File: src/rtl/core/chb_pkg.sv
// shared types and constants for the cumulative bucket histogram
package chb_pkg;

   localparam int unsigned BUCKET_LIMIT        = 6;
   localparam int unsigned MAX_BUCKETS_DEFAULT = 6;
   localparam int unsigned ACTION_W            = 2;
   localparam int unsigned SAMPLE_W            = 32;
   localparam int unsigned SEL_W               = 3;
   localparam int unsigned COUNT_W             = 40;
   localparam int unsigned SUM_W               = 64;
   localparam int unsigned USED_W              = 3;
   localparam int unsigned CSR_IDX_W           = 3;
   localparam int unsigned CSR_DATA_W          = 32;

   localparam logic [COUNT_W-1:0] COUNT_MAX = '1;

   typedef enum logic [ACTION_W-1:0] {
      ACT_OBSERVE = 2'd0,
      ACT_READ    = 2'd1,
      ACT_CLEAR   = 2'd2,
      ACT_SPARE   = 2'd3
   } action_type;

   typedef enum logic [CSR_IDX_W-1:0] {
      REG_BOUND_ZERO   = 3'd0,
      REG_BOUND_ONE    = 3'd1,
      REG_BOUND_TWO    = 3'd2,
      REG_BOUND_THREE  = 3'd3,
      REG_BOUND_FOUR   = 3'd4,
      REG_BOUND_FIVE   = 3'd5,
      REG_BUCKETS_USED = 3'd6
   } csr_index_type;

   typedef enum logic [1:0] {
      OP_REPORT,
      OP_OBSERVE,
      OP_CLEAR
   } op_type;

   // classified request handed from the front to the back
   typedef struct packed {
      op_type                    op;
      logic [SAMPLE_W-1:0]       sample;
      logic [BUCKET_LIMIT-1:0]   hit;
      logic [BUCKET_LIMIT-1:0]   pick;
      logic                      select_valid;
   } cmd_type;

endpackage

File: src/rtl/core/chb_req_if.sv
// request channel interface
interface chb_req_if import chb_pkg::*; ();
   logic                       valid;
   logic                       ready;
   logic [ACTION_W-1:0]        action;
   logic signed [SAMPLE_W-1:0] sample;
   logic [SEL_W-1:0]           bucket_select;

   modport source (output valid, action, sample, bucket_select, input ready);
   modport sink   (input valid, action, sample, bucket_select, output ready);
endinterface

File: src/rtl/core/chb_rsp_if.sv
// response channel interface
interface chb_rsp_if import chb_pkg::*; ();
   logic                    valid;
   logic                    ready;
   logic [COUNT_W-1:0]      bucket_count;
   logic                    select_valid;
   logic [COUNT_W-1:0]      total_count;
   logic signed [SUM_W-1:0] running_total;

   modport source (output valid, bucket_count, select_valid, total_count, running_total,
                   input ready);
   modport sink   (input valid, bucket_count, select_valid, total_count, running_total,
                   output ready);
endinterface

File: src/rtl/core/chb_csr_if.sv
// configuration write channel interface
interface chb_csr_if import chb_pkg::*; ();
   logic                  valid;
   logic                  ready;
   logic [CSR_IDX_W-1:0]  index;
   logic [CSR_DATA_W-1:0] data;

   modport source (output valid, index, data, input ready);
   modport sink   (input valid, index, data, output ready);
endinterface

File: src/rtl/core/cumulative_bucket_histogram.sv
// top level of the cumulative bucket histogram
//
// usage: each request on req_bus is an observe (adds one to the total, the
// sample to the saturating Q48.16 sum, and one to every in-use bucket whose
// bound is at least the sample), a read, or a clear. every request yields one
// response on rsp_bus with the selected bucket's count and the totals after it.
// csr_bus writes bucket bounds (index 0..5) and the bucket count (index 6);
// it is always ready; the user must write it only while no request is in
// flight, which the block itself does not enforce. a request goes into the
// queue, then the back pops it into the response register; one request per
// cycle while responses are taken (compare combinational, update registered).
// a two-entry queue parts the two halves and the response is held in a
// register, so a stalled receiver first fills the queue; req_bus.ready drops
// once two requests wait behind the held response.
// reset clears bounds, bucket count, all counters, the sum and the queue.
module cumulative_bucket_histogram import chb_pkg::*; #(
   parameter int unsigned MAX_BUCKETS = MAX_BUCKETS_DEFAULT
) (
   input  logic      clock,
   input  logic      reset,
   chb_req_if.sink   req_bus,
   chb_rsp_if.source rsp_bus,
   chb_csr_if.sink   csr_bus
);

   logic    front_valid;
   logic    front_ready;
   cmd_type front_cmd;
   logic    back_valid;
   logic    back_ready;
   cmd_type back_cmd;

   chb_front #(
      .MAX_BUCKETS(MAX_BUCKETS)
   ) u_front (
      .clock    (clock),
      .reset    (reset),
      .req_bus  (req_bus),
      .csr_bus  (csr_bus),
      .cmd_valid(front_valid),
      .cmd_ready(front_ready),
      .cmd      (front_cmd)
   );

   chb_queue u_queue (
      .clock    (clock),
      .reset    (reset),
      .in_valid (front_valid),
      .in_ready (front_ready),
      .in_data  (front_cmd),
      .out_valid(back_valid),
      .out_ready(back_ready),
      .out_data (back_cmd)
   );

   chb_back #(
      .MAX_BUCKETS(MAX_BUCKETS)
   ) u_back (
      .clock    (clock),
      .reset    (reset),
      .cmd_valid(back_valid),
      .cmd_ready(back_ready),
      .cmd      (back_cmd),
      .rsp_bus  (rsp_bus)
   );

endmodule

File: src/rtl/core/chb_front.sv
// front end: configuration registers and request classification
module chb_front import chb_pkg::*; #(
   parameter int unsigned MAX_BUCKETS = MAX_BUCKETS_DEFAULT
) (
   input  logic    clock,
   input  logic    reset,
   chb_req_if.sink req_bus,
   chb_csr_if.sink csr_bus,
   output logic    cmd_valid,
   input  logic    cmd_ready,
   output cmd_type cmd
);

   logic signed [SAMPLE_W-1:0] bound_ff [MAX_BUCKETS];
   logic signed [SAMPLE_W-1:0] bound_in [MAX_BUCKETS];
   logic [USED_W-1:0]          used_ff;
   logic [USED_W-1:0]          used_in;
   logic [USED_W-1:0]          used_eff;
   logic                       csr_write;
   logic                       in_use;

   assign csr_bus.ready = 1'b1;
   assign csr_write     = csr_bus.valid && csr_bus.ready;

   always_comb begin
      used_in = used_ff;
      for (int i = 0; i < MAX_BUCKETS; i++) begin
         bound_in[i] = bound_ff[i];
         if (csr_write && (csr_bus.index == CSR_IDX_W'(i))) begin
            bound_in[i] = csr_bus.data;
         end
      end
      if (csr_write && (csr_bus.index == REG_BUCKETS_USED)) begin
         used_in = csr_bus.data[USED_W-1:0];
      end
   end

   always_ff @(posedge clock) begin
      if (reset) begin
         used_ff <= '0;
         for (int i = 0; i < MAX_BUCKETS; i++) begin
            bound_ff[i] <= '0;
         end
      end else begin
         used_ff <= used_in;
         for (int i = 0; i < MAX_BUCKETS; i++) begin
            bound_ff[i] <= bound_in[i];
         end
      end
   end

   // bucket count beyond the built buckets acts as all of them
   assign used_eff = (used_ff > USED_W'(MAX_BUCKETS)) ? USED_W'(MAX_BUCKETS) : used_ff;

   always_comb begin
      cmd.sample       = req_bus.sample;
      cmd.hit          = '0;
      cmd.pick         = '0;
      cmd.select_valid = (USED_W'(req_bus.bucket_select) < used_eff);
      in_use           = 1'b0;
      for (int i = 0; i < MAX_BUCKETS; i++) begin
         in_use      = (USED_W'(i) < used_eff);
         cmd.hit[i]  = in_use && (req_bus.sample <= bound_ff[i]);
         cmd.pick[i] = in_use && (req_bus.bucket_select == SEL_W'(i));
      end
      unique case (action_type'(req_bus.action))
         ACT_OBSERVE: cmd.op = OP_OBSERVE;
         ACT_CLEAR:   cmd.op = OP_CLEAR;
         ACT_READ,
         ACT_SPARE:   cmd.op = OP_REPORT;
         default:     cmd.op = OP_REPORT;
      endcase
   end

   assign cmd_valid     = req_bus.valid;
   assign req_bus.ready = cmd_ready;

endmodule

File: src/rtl/core/chb_queue.sv
// two-entry queue between front and back
module chb_queue import chb_pkg::*; (
   input  logic    clock,
   input  logic    reset,
   input  logic    in_valid,
   output logic    in_ready,
   input  cmd_type in_data,
   output logic    out_valid,
   input  logic    out_ready,
   output cmd_type out_data
);

   localparam int unsigned QUEUE_DEPTH = 2;
   localparam int unsigned PTR_W       = $clog2(QUEUE_DEPTH);
   localparam int unsigned FILL_W      = $clog2(QUEUE_DEPTH + 1);

   cmd_type           entry_ff [QUEUE_DEPTH];
   logic [PTR_W-1:0]  wr_ptr_ff;
   logic [PTR_W-1:0]  wr_ptr_in;
   logic [PTR_W-1:0]  rd_ptr_ff;
   logic [PTR_W-1:0]  rd_ptr_in;
   logic [FILL_W-1:0] fill_ff;
   logic [FILL_W-1:0] fill_in;
   logic              push;
   logic              pop;

   assign in_ready  = (fill_ff != FILL_W'(QUEUE_DEPTH));
   assign out_valid = (fill_ff != '0);
   assign out_data  = entry_ff[rd_ptr_ff];
   assign push      = in_valid && in_ready;
   assign pop       = out_valid && out_ready;

   always_comb begin
      wr_ptr_in = push ? wr_ptr_ff + PTR_W'(1) : wr_ptr_ff;
      rd_ptr_in = pop ? rd_ptr_ff + PTR_W'(1) : rd_ptr_ff;
      fill_in   = fill_ff;
      if (push && !pop) begin
         fill_in = fill_ff + FILL_W'(1);
      end else if (pop && !push) begin
         fill_in = fill_ff - FILL_W'(1);
      end
   end

   always_ff @(posedge clock) begin
      if (reset) begin
         wr_ptr_ff <= '0;
         rd_ptr_ff <= '0;
         fill_ff   <= '0;
      end else begin
         wr_ptr_ff <= wr_ptr_in;
         rd_ptr_ff <= rd_ptr_in;
         fill_ff   <= fill_in;
      end
   end

   always_ff @(posedge clock) begin
      if (push) begin
         entry_ff[wr_ptr_ff] <= in_data;
      end
   end

endmodule

File: src/rtl/core/chb_back.sv
// back end: counters, saturating sum and response register
module chb_back import chb_pkg::*; #(
   parameter int unsigned MAX_BUCKETS = MAX_BUCKETS_DEFAULT
) (
   input  logic        clock,
   input  logic        reset,
   input  logic        cmd_valid,
   output logic        cmd_ready,
   input  cmd_type     cmd,
   chb_rsp_if.source   rsp_bus
);

   logic [COUNT_W-1:0]      counter_ff [MAX_BUCKETS];
   logic [COUNT_W-1:0]      counter_in [MAX_BUCKETS];
   logic [COUNT_W-1:0]      total_ff;
   logic [COUNT_W-1:0]      total_in;
   logic signed [SUM_W-1:0] sum_ff;
   logic signed [SUM_W-1:0] sum_in;
   logic [SUM_W:0]          sum_wide;
   logic [COUNT_W-1:0]      count_ff;
   logic [COUNT_W-1:0]      count_in;
   logic                    select_ff;
   logic                    rsp_valid_ff;
   logic                    pop;

   assign cmd_ready = !rsp_valid_ff || rsp_bus.ready;
   assign pop       = cmd_valid && cmd_ready;

   always_comb begin
      sum_wide = {sum_ff[SUM_W-1], sum_ff}
               + {{(SUM_W + 1 - SAMPLE_W){cmd.sample[SAMPLE_W-1]}}, cmd.sample};
      total_in = total_ff;
      sum_in   = sum_ff;
      for (int i = 0; i < MAX_BUCKETS; i++) begin
         counter_in[i] = counter_ff[i];
      end
      unique case (cmd.op)
         OP_OBSERVE: begin
            if (total_ff != COUNT_MAX) begin
               total_in = total_ff + COUNT_W'(1);
            end
            // overflow when the two top bits of the widened sum disagree
            if (sum_wide[SUM_W] != sum_wide[SUM_W-1]) begin
               sum_in = sum_wide[SUM_W] ? {1'b1, {(SUM_W-1){1'b0}}}
                                        : {1'b0, {(SUM_W-1){1'b1}}};
            end else begin
               sum_in = sum_wide[SUM_W-1:0];
            end
            for (int i = 0; i < MAX_BUCKETS; i++) begin
               if (cmd.hit[i] && (counter_ff[i] != COUNT_MAX)) begin
                  counter_in[i] = counter_ff[i] + COUNT_W'(1);
               end
            end
         end
         OP_CLEAR: begin
            total_in = '0;
            sum_in   = '0;
            for (int i = 0; i < MAX_BUCKETS; i++) begin
               counter_in[i] = '0;
            end
         end
         OP_REPORT: begin
         end
         default: begin
         end
      endcase
      count_in = '0;
      for (int i = 0; i < MAX_BUCKETS; i++) begin
         count_in = count_in | (cmd.pick[i] ? counter_in[i] : '0);
      end
   end

   always_ff @(posedge clock) begin
      if (reset) begin
         total_ff     <= '0;
         sum_ff       <= '0;
         rsp_valid_ff <= 1'b0;
         for (int i = 0; i < MAX_BUCKETS; i++) begin
            counter_ff[i] <= '0;
         end
      end else begin
         if (pop) begin
            total_ff <= total_in;
            sum_ff   <= sum_in;
            for (int i = 0; i < MAX_BUCKETS; i++) begin
               counter_ff[i] <= counter_in[i];
            end
         end
         if (pop) begin
            rsp_valid_ff <= 1'b1;
         end else if (rsp_bus.ready) begin
            rsp_valid_ff <= 1'b0;
         end
      end
   end

   always_ff @(posedge clock) begin
      if (pop) begin
         count_ff  <= count_in;
         select_ff <= cmd.select_valid;
      end
   end

   // totals only move on a pop, which happens when no response is held or the held response leaves
   assign rsp_bus.valid         = rsp_valid_ff;
   assign rsp_bus.bucket_count  = count_ff;
   assign rsp_bus.select_valid  = select_ff;
   assign rsp_bus.total_count   = total_ff;
   assign rsp_bus.running_total = sum_ff;

endmodule

File: src/flat_wrapper.sv
// flat-port wrapper written by rule: the top's interface ports become plain ports
module cumulative_bucket_histogram_flat import chb_pkg::*;
#(
   parameter int unsigned MAX_BUCKETS = MAX_BUCKETS_DEFAULT
)
  (clock, reset, req_bus_valid, req_bus_action, req_bus_sample, req_bus_bucket_select, req_bus_ready, rsp_bus_valid, rsp_bus_bucket_count, rsp_bus_select_valid, rsp_bus_total_count, rsp_bus_running_total, rsp_bus_ready, csr_bus_valid, csr_bus_index, csr_bus_data, csr_bus_ready);
  chb_req_if req_bus_i ();
  chb_rsp_if rsp_bus_i ();
  chb_csr_if csr_bus_i ();
  input  logic clock;
  input  logic reset;
  input wire logic [$bits(req_bus_i.valid)-1:0] req_bus_valid;
  input wire logic [$bits(req_bus_i.action)-1:0] req_bus_action;
  input wire logic [$bits(req_bus_i.sample)-1:0] req_bus_sample;
  input wire logic [$bits(req_bus_i.bucket_select)-1:0] req_bus_bucket_select;
  output wire logic [$bits(req_bus_i.ready)-1:0] req_bus_ready;
  output wire logic [$bits(rsp_bus_i.valid)-1:0] rsp_bus_valid;
  output wire logic [$bits(rsp_bus_i.bucket_count)-1:0] rsp_bus_bucket_count;
  output wire logic [$bits(rsp_bus_i.select_valid)-1:0] rsp_bus_select_valid;
  output wire logic [$bits(rsp_bus_i.total_count)-1:0] rsp_bus_total_count;
  output wire logic [$bits(rsp_bus_i.running_total)-1:0] rsp_bus_running_total;
  input wire logic [$bits(rsp_bus_i.ready)-1:0] rsp_bus_ready;
  input wire logic [$bits(csr_bus_i.valid)-1:0] csr_bus_valid;
  input wire logic [$bits(csr_bus_i.index)-1:0] csr_bus_index;
  input wire logic [$bits(csr_bus_i.data)-1:0] csr_bus_data;
  output wire logic [$bits(csr_bus_i.ready)-1:0] csr_bus_ready;
  assign req_bus_i.valid = req_bus_valid;
  assign req_bus_i.action = req_bus_action;
  assign req_bus_i.sample = req_bus_sample;
  assign req_bus_i.bucket_select = req_bus_bucket_select;
  assign req_bus_ready = req_bus_i.ready;
  assign rsp_bus_valid = rsp_bus_i.valid;
  assign rsp_bus_bucket_count = rsp_bus_i.bucket_count;
  assign rsp_bus_select_valid = rsp_bus_i.select_valid;
  assign rsp_bus_total_count = rsp_bus_i.total_count;
  assign rsp_bus_running_total = rsp_bus_i.running_total;
  assign rsp_bus_i.ready = rsp_bus_ready;
  assign csr_bus_i.valid = csr_bus_valid;
  assign csr_bus_i.index = csr_bus_index;
  assign csr_bus_i.data = csr_bus_data;
  assign csr_bus_ready = csr_bus_i.ready;
  cumulative_bucket_histogram #(.MAX_BUCKETS(MAX_BUCKETS)) u_core (.clock(clock), .reset(reset), .req_bus(req_bus_i), .rsp_bus(rsp_bus_i), .csr_bus(csr_bus_i));
endmodule
File: config.mk
export PLATFORM = sky130hd
export DESIGN_NAME = cumulative_bucket_histogram_flat
export DESIGN_NICKNAME = d
export VERILOG_FILES = /design/src/rtl/core/chb_pkg.sv /design/src/rtl/core/chb_req_if.sv /design/src/rtl/core/chb_rsp_if.sv /design/src/rtl/core/chb_csr_if.sv /design/src/rtl/core/cumulative_bucket_histogram.sv /design/src/rtl/core/chb_front.sv /design/src/rtl/core/chb_queue.sv /design/src/rtl/core/chb_back.sv /design/src/flat_wrapper.sv
export SDC_FILE = /design/constraint.sdc
export NUM_CORES = 2
export LEC_CHECK = 0
export BUFFER_PORTS_ARGS = -buffer_cell sky130_fd_sc_hd__clkbuf_2
export CAP_MARGIN = 20
export CORE_MARGIN = 2
export CORE_UTILIZATION = 62
export DETAILED_ROUTE_END_ITERATION = 16
export PLACE_DENSITY = 0.87
export SYNTH_ARGS = -nofsm -noshare
export SYNTH_HDL_FRONTEND = slang
export SYNTH_SLANG_ARGS = --single-unit
File: constraint.sdc
create_clock -name clock -period 8.8 [get_ports clock]
set_input_delay 0.44 -clock clock [delete_from_list [all_inputs] [get_ports clock]]
set_output_delay 0.44 -clock clock [all_outputs]
set_load 0.05 [all_outputs]
Yosys cells after proc, flatten, opt, wreduce, memory -nomap -nowiden
Memories as Yosys holds them, arrays and structs flattened. A register that Yosys moved wholly into a read port is not among the register bits.
Index checks and enable logic that the tools add are counted.
{"block": "op_classes", "n_mux": 52, "reduce_logical": 43, "addsub": 12, "order_cmp": 14, "bitwise": 17, "n_eq_ne": 26}
{"cell": "$mux W40", "count": 19}
{"cell": "$pmux W240 S2", "count": 1}
{"cell": "$mux W32", "count": 12}
{"cell": "$add A40 B1 Y40 const B", "count": 7}
{"cell": "$ne A40 B40 Y1 const B", "count": 7}
{"cell": "$or A40 B40 Y40", "count": 5}
{"cell": "$le A32 B32 Y1", "count": 6}
{"cell": "$mux W64", "count": 2}
{"cell": "$pmux W64 S2", "count": 1}
{"cell": "$pmux W40 S2", "count": 1}
{"cell": "$add A64 B32 Y65", "count": 1}
{"cell": "$logic_and A1 B1 Y1", "count": 29}
{"cell": "$eq A3 B3 Y1 const B", "count": 5}
{"cell": "$eq A3 B2 Y1 const B", "count": 4}
{"cell": "$mux W1", "count": 12}
{"cell": "$or A1 B1 Y1", "count": 12}
{"cell": "$reduce_bool A2 Y1", "count": 4}
{"cell": "$eq A2 B2 Y1 const B", "count": 3}
{"cell": "$eq A3 B1 Y1 const B", "count": 2}
{"cell": "$logic_not A3 Y1", "count": 2}
{"cell": "$lt A1 B3 Y1 const A", "count": 2}
{"cell": "$lt A2 B3 Y1 const A", "count": 2}
{"cell": "$lt A3 B3 Y1 const A", "count": 2}
{"cell": "$pmux W2 S3", "count": 1}
{"cell": "other kinds (16)", "count": 22}
{"block": "totals", "output_inout_bits": 148, "n_memories": 3, "register_bits": 153, "ram_bits": 526, "inputBits": 77}
{"name": "u_core.u_back.counter_ff", "words": 6, "width": 40, "read_ports": 6, "rd_ports_with_merged_regs": 0, "write_ports": 6, "line": "chb_back.sv:13", "rtl": "logic [COUNT_W-1:0] counter_ff [MAX_BUCKETS];"}
{"name": "u_core.u_front.bound_ff", "words": 6, "width": 32, "read_ports": 6, "rd_ports_with_merged_regs": 0, "write_ports": 6, "line": "chb_front.sv:14", "rtl": "logic signed [SAMPLE_W-1:0] bound_ff [MAX_BUCKETS];"}
{"name": "u_core.u_queue.entry_ff", "words": 2, "width": 47, "read_ports": 1, "rd_ports_with_merged_regs": 1, "write_ports": 1, "line": "chb_queue.sv:17", "rtl": "cmd_type entry_ff [QUEUE_DEPTH];"}

Longest topological paths before layout
An unclocked memory read counts as a cell.
{"block": "depth", "ltp_word": 11, "depth_mapped": 18}

Modules after synthesis
From an unflattened synthesis, not the netlist that was laid out.
{"block": "unflattened", "hier_cells": 4448, "hier_area_um2": 39482.9}
{"module": "chb_back", "n_inst": 1, "seq_area_each_um2": 10540.1, "cells_per_inst": 2667, "area_per_inst_um2": 23897.9}
{"module": "chb_front", "n_inst": 1, "seq_area_each_um2": 3903.7, "cells_per_inst": 1611, "area_per_inst_um2": 11966.5}
{"module": "chb_queue", "n_inst": 1, "seq_area_each_um2": 2922.8, "cells_per_inst": 170, "area_per_inst_um2": 3618.5}

Worst setup path after synthesis
No wires, ideal clock.
{"block": "synth_path", "kind": "input -> register", "from": "in reset", "to": "mem u_core.u_back.counter_ff[0][0], enable pin", "t_arrival_ns": 6.716, "cell_stages": 3, "setup_slack_ns": 1.439, "setup_ns": 0.644, "t_required_ns": 8.156, "cell_sequence": "clkbuf_1 > clkbuf_1 > nand2b_1"}
{"item": "start, declared", "line": "flat_wrapper.sv:11", "rtl": "input logic reset;"}
{"item": "end, declared", "line": "chb_back.sv:13"}

==> summary.md <==
| Metric | Value |
|---|---|
| Primary FF master, synth | edfxtp_1 |
| Via count | 33962 |
| WL met3 | 12.0 mm |
| Syn_area_per_cell | 9.08 um2 |
| CTS Hold Buffers Added | 0 |
| Die ar. | 0.0654 mm2 |
| Post-cts resize count | 0 |
| EDFF count, synth | 375 |
| CP cell instances | buf_4 > mux2_2 > ha_1 > a21o_1 > a21o_1 > a21oi_1 > o21ai_0 > a2111oi_0 > nand3_1 > a31oi_2 > nor3_2 > nor2_4 > buf_4 > a221oi_1 |
| Fin. max-slew vios | 0 |
| Final Cell Area | 0.0435 mm2 |
| # nets final | 4809 |
| Required @ worst endpoint | 9.26 ns |
| Rows | 92 |
| Wire length on met2 | 48.4 mm |
| Crit path max-delay cell type | mux2_2 |
| Mapped Nets | 4675 |
| Utilization after layout | 0.693 |
| Skew final | 0.0365 ns |
| Max_cap viols | 0 |
| Final ANT Viol Nets | 0 |
| Final wirelength | 109 mm |
| Status | finished clean |
| Leak pwr | 16.3 nW |
| Die H | 256 um |
| Startpoint Class | flop |
| Area contributors post-synth | edfxtp_1 29%, dfxtp_1 16%, ha_1 8.5% |
| Crit Path Class | reg2reg |
| Unrepaired setup endpoints after global routing | no |
| Hold_sp | rsp_bus_ready |
| Fmax | 174 MHz |
| Type of destination of the critical path | flop |
| Gr ovfl total | 0 |
| Placed inst area | 0.0410 mm2 |
| Starting DRT DRC Count | 4362 |
| Peak supply drop | 222 uV |
| Root buf cell | clkbuf_16 |
| Crit path DAT | 6.19 ns |
| DP HPWL | 77.1 mm |
| Total power | 13.3 mW |
| Core Region | 0.0629 mm2 |
| Cell area power density | 306 mW/mm2 |
| Post-route DRC | 0 |
| Routed length on met1 | 44.8 mm |
| Netlist Area Pre-Place | 0.0393 mm2 |
| Post-Synthesis Cells | 4329 |
| Peak fanout along the critical path | 33 |
| Starting Density | 0.626 |
| Post-synth ARST share | 0 |
| Final TNS setup | 0 ns |
| Synth top cells by count | 626 x nand2_1, 439 x nor2_1, 375 x edfxtp_1, 370 x a21oi_1, 305 x dfxtp_1 |
| Sequential area share after synthesis | 0.442 |
| Worst-Margin Slew | 1.20 ns |
| Initial antenna violation count | 5 |
| Post-synth top area cell | edfxtp_1 |
| Max_slew headroom | 0.180 |
| Final cell count without fillers | 5371 |
| Yosys warns | 0 |
| Largest net degree at the start of global routing | 170 |
| Register bit total from synthesis | 680 |
| CP max stage delay | 0.67 ns |
| Global-route wire length before repair | 171 mm |
| Vias per cell | 6.32 |
| Port Buffer Count | 223 |
| Placer congestion estimate | 0.959 |
| Final setup fails | 0 |
| Hold Fails Final Rpt | 0 |
| Routed len/inst | 20.3 um |
| Post-CTS setup buffer count | 0 |
| Clock Path Buffers | 3 |
| Clk slew on worst S/H paths | 0.06 ns |
| IO Count | 225 |
| HP Class | in2reg |
| Top layer used by detailed routing | met5 |
| Share of the synthesized area in the top cell type | 0.286 |
| Num CTS Buffers | 74 |
| GRT Total Usage | 0.324 |
| Router iterations before antenna repair | 9 |
| Worst reg2reg path depth | 14 |
| Period utilization | 0.652 |
| Layout cells sized above 1 | 0.0997 |
| R2r setup slk | 3.07 ns |
| CTS Sinks | 680 |
| Placed Instances | 5231 |
| Synth cell types | 90 |
| Worst-skew pair later-pin latency | 0.64 ns |
| Synth-to-layout area growth | 10.8% |
| Hold depth | 3 |
| Vias in the first global route | 31860 |
| Final min period | 5.73 ns |
| H-Tree Depth | 3 |
| TritonCTS clock tree | yes |
| DIE WIDTH | 256 um |
| Top-count cell post-synth | nand2_1 |
-- worst paths after layout --
path | endpoint
max | u_core.u_back.rsp_bus.running_total[14]$_SDFFE_PP0P_
max reg2reg | u_core.u_back.rsp_bus.running_total[14]$_SDFFE_PP0P_
min | u_core.u_back.rsp_bus.valid$_SDFFE_PP0P_
min reg2reg | u_core.u_front.bound_ff[2][16]$_SDFFE_PP0P_
-- metal layers --
| metal | track usage | vias up |
|---|---|---|
| met5 | 0 | - |
| met4 | 0.117 | 4 |
| met3 | 0.0571 | 297 |
| met2 | 0.501 | 1853 |
| met1 | 0.457 | 16127 |
| li1 | - | 15681 |
-- stage by stage --
step           hold slack [ns]  worst slack, ns
6_report                 0.112             3.07
3_3_place_gp             0.441             3.27
2_1_floorplan            0.436             1.44
5_1_grt                  0.112             2.70
4_1_cts                 0.0824             3.00
3_5_place_dp             0.447             3.03
-- cells in the final DEF (no fill, tap or decap), drive strengths merged, types with 20 or more instances in the layout --
cell type and count:
nor3 62, o221ai 22, dfxtp 305, edfxtp 375
xor2 191, a31oi 21, inv 241, mux2 35
ha 268, nor2 440, nand3 135, clkbuf 325
nand2b 21, o21ai 82, and2 26, and4 39
o22ai 62, nand2 627, nand4 131, buf 28
a21o 118, a211oi 21, xnor2 140, nor2b 51
or3 21, clkinv 20, a21oi 371, and3 68
o21a 36, a221oi 61
-- power breakdown --
group          internal, mW  switching (mW)  leakage, nW
Combinational          1.56            3.69         8.68
Clock                  1.94            1.32         1.23
Sequential             4.25           0.569         6.35
-- sequential cells by signal, indices dropped and copies added (netlist names), named ones only --
register	count
u_core.u_queue.wr_ptr_ff	1
u_core.u_back.counter_ff	240
u_core.u_back.rsp_bus.running_total	64
u_core.u_back.rsp_bus.select_valid	1
u_core.u_queue.rd_ptr_ff	1
u_core.u_front.used_ff	3
u_core.u_back.rsp_bus.valid	1
u_core.u_queue.entry_ff	94
u_core.u_queue.fill_ff	2
u_core.u_back.rsp_bus.total_count	40
u_core.u_back.rsp_bus.bucket_count	40
u_core.u_front.bound_ff	192
-- worst max-delay path, delay by kind of cell (launching register included) --
kind / cells / cell delay (ns)
AOI/OAI and AO/OA: 7 / 1.70
muxes: 1 / 0.67
adders and majority gates: 1 / 0.52
and+or+nand+nor: 3 / 1.02
DFF: 1 / 0.65
buffers and inverters: 2 / 0.93
-- layout make-up --
class	count	area, um2
Sequential cell	680	17400
Antenna cell	3	7.51
Clock inverter	33	425
Multi-Input combinational cell	3217	20300
Fill cell	4735	19300
Inverter	239	897
Timing Repair Buffer	251	1370
Tap cell	846	1060
Clock buffer	102	2100
-- cells by family after synthesis --
family                     after synthesis  share of synthesized area
and+or+nand+nor                       1683                      0.199
muxes                                   52                     0.0144
DFF                                    680                      0.442
xor gates and xnor gates               331                     0.0739
AOI/OAI and AO/OA                      881                      0.142
buffers and inverters                  432                     0.0428
adders and majority gates              269                     0.0858
other                                    1                  0.0000954
(Power assumes the default switching activity.)
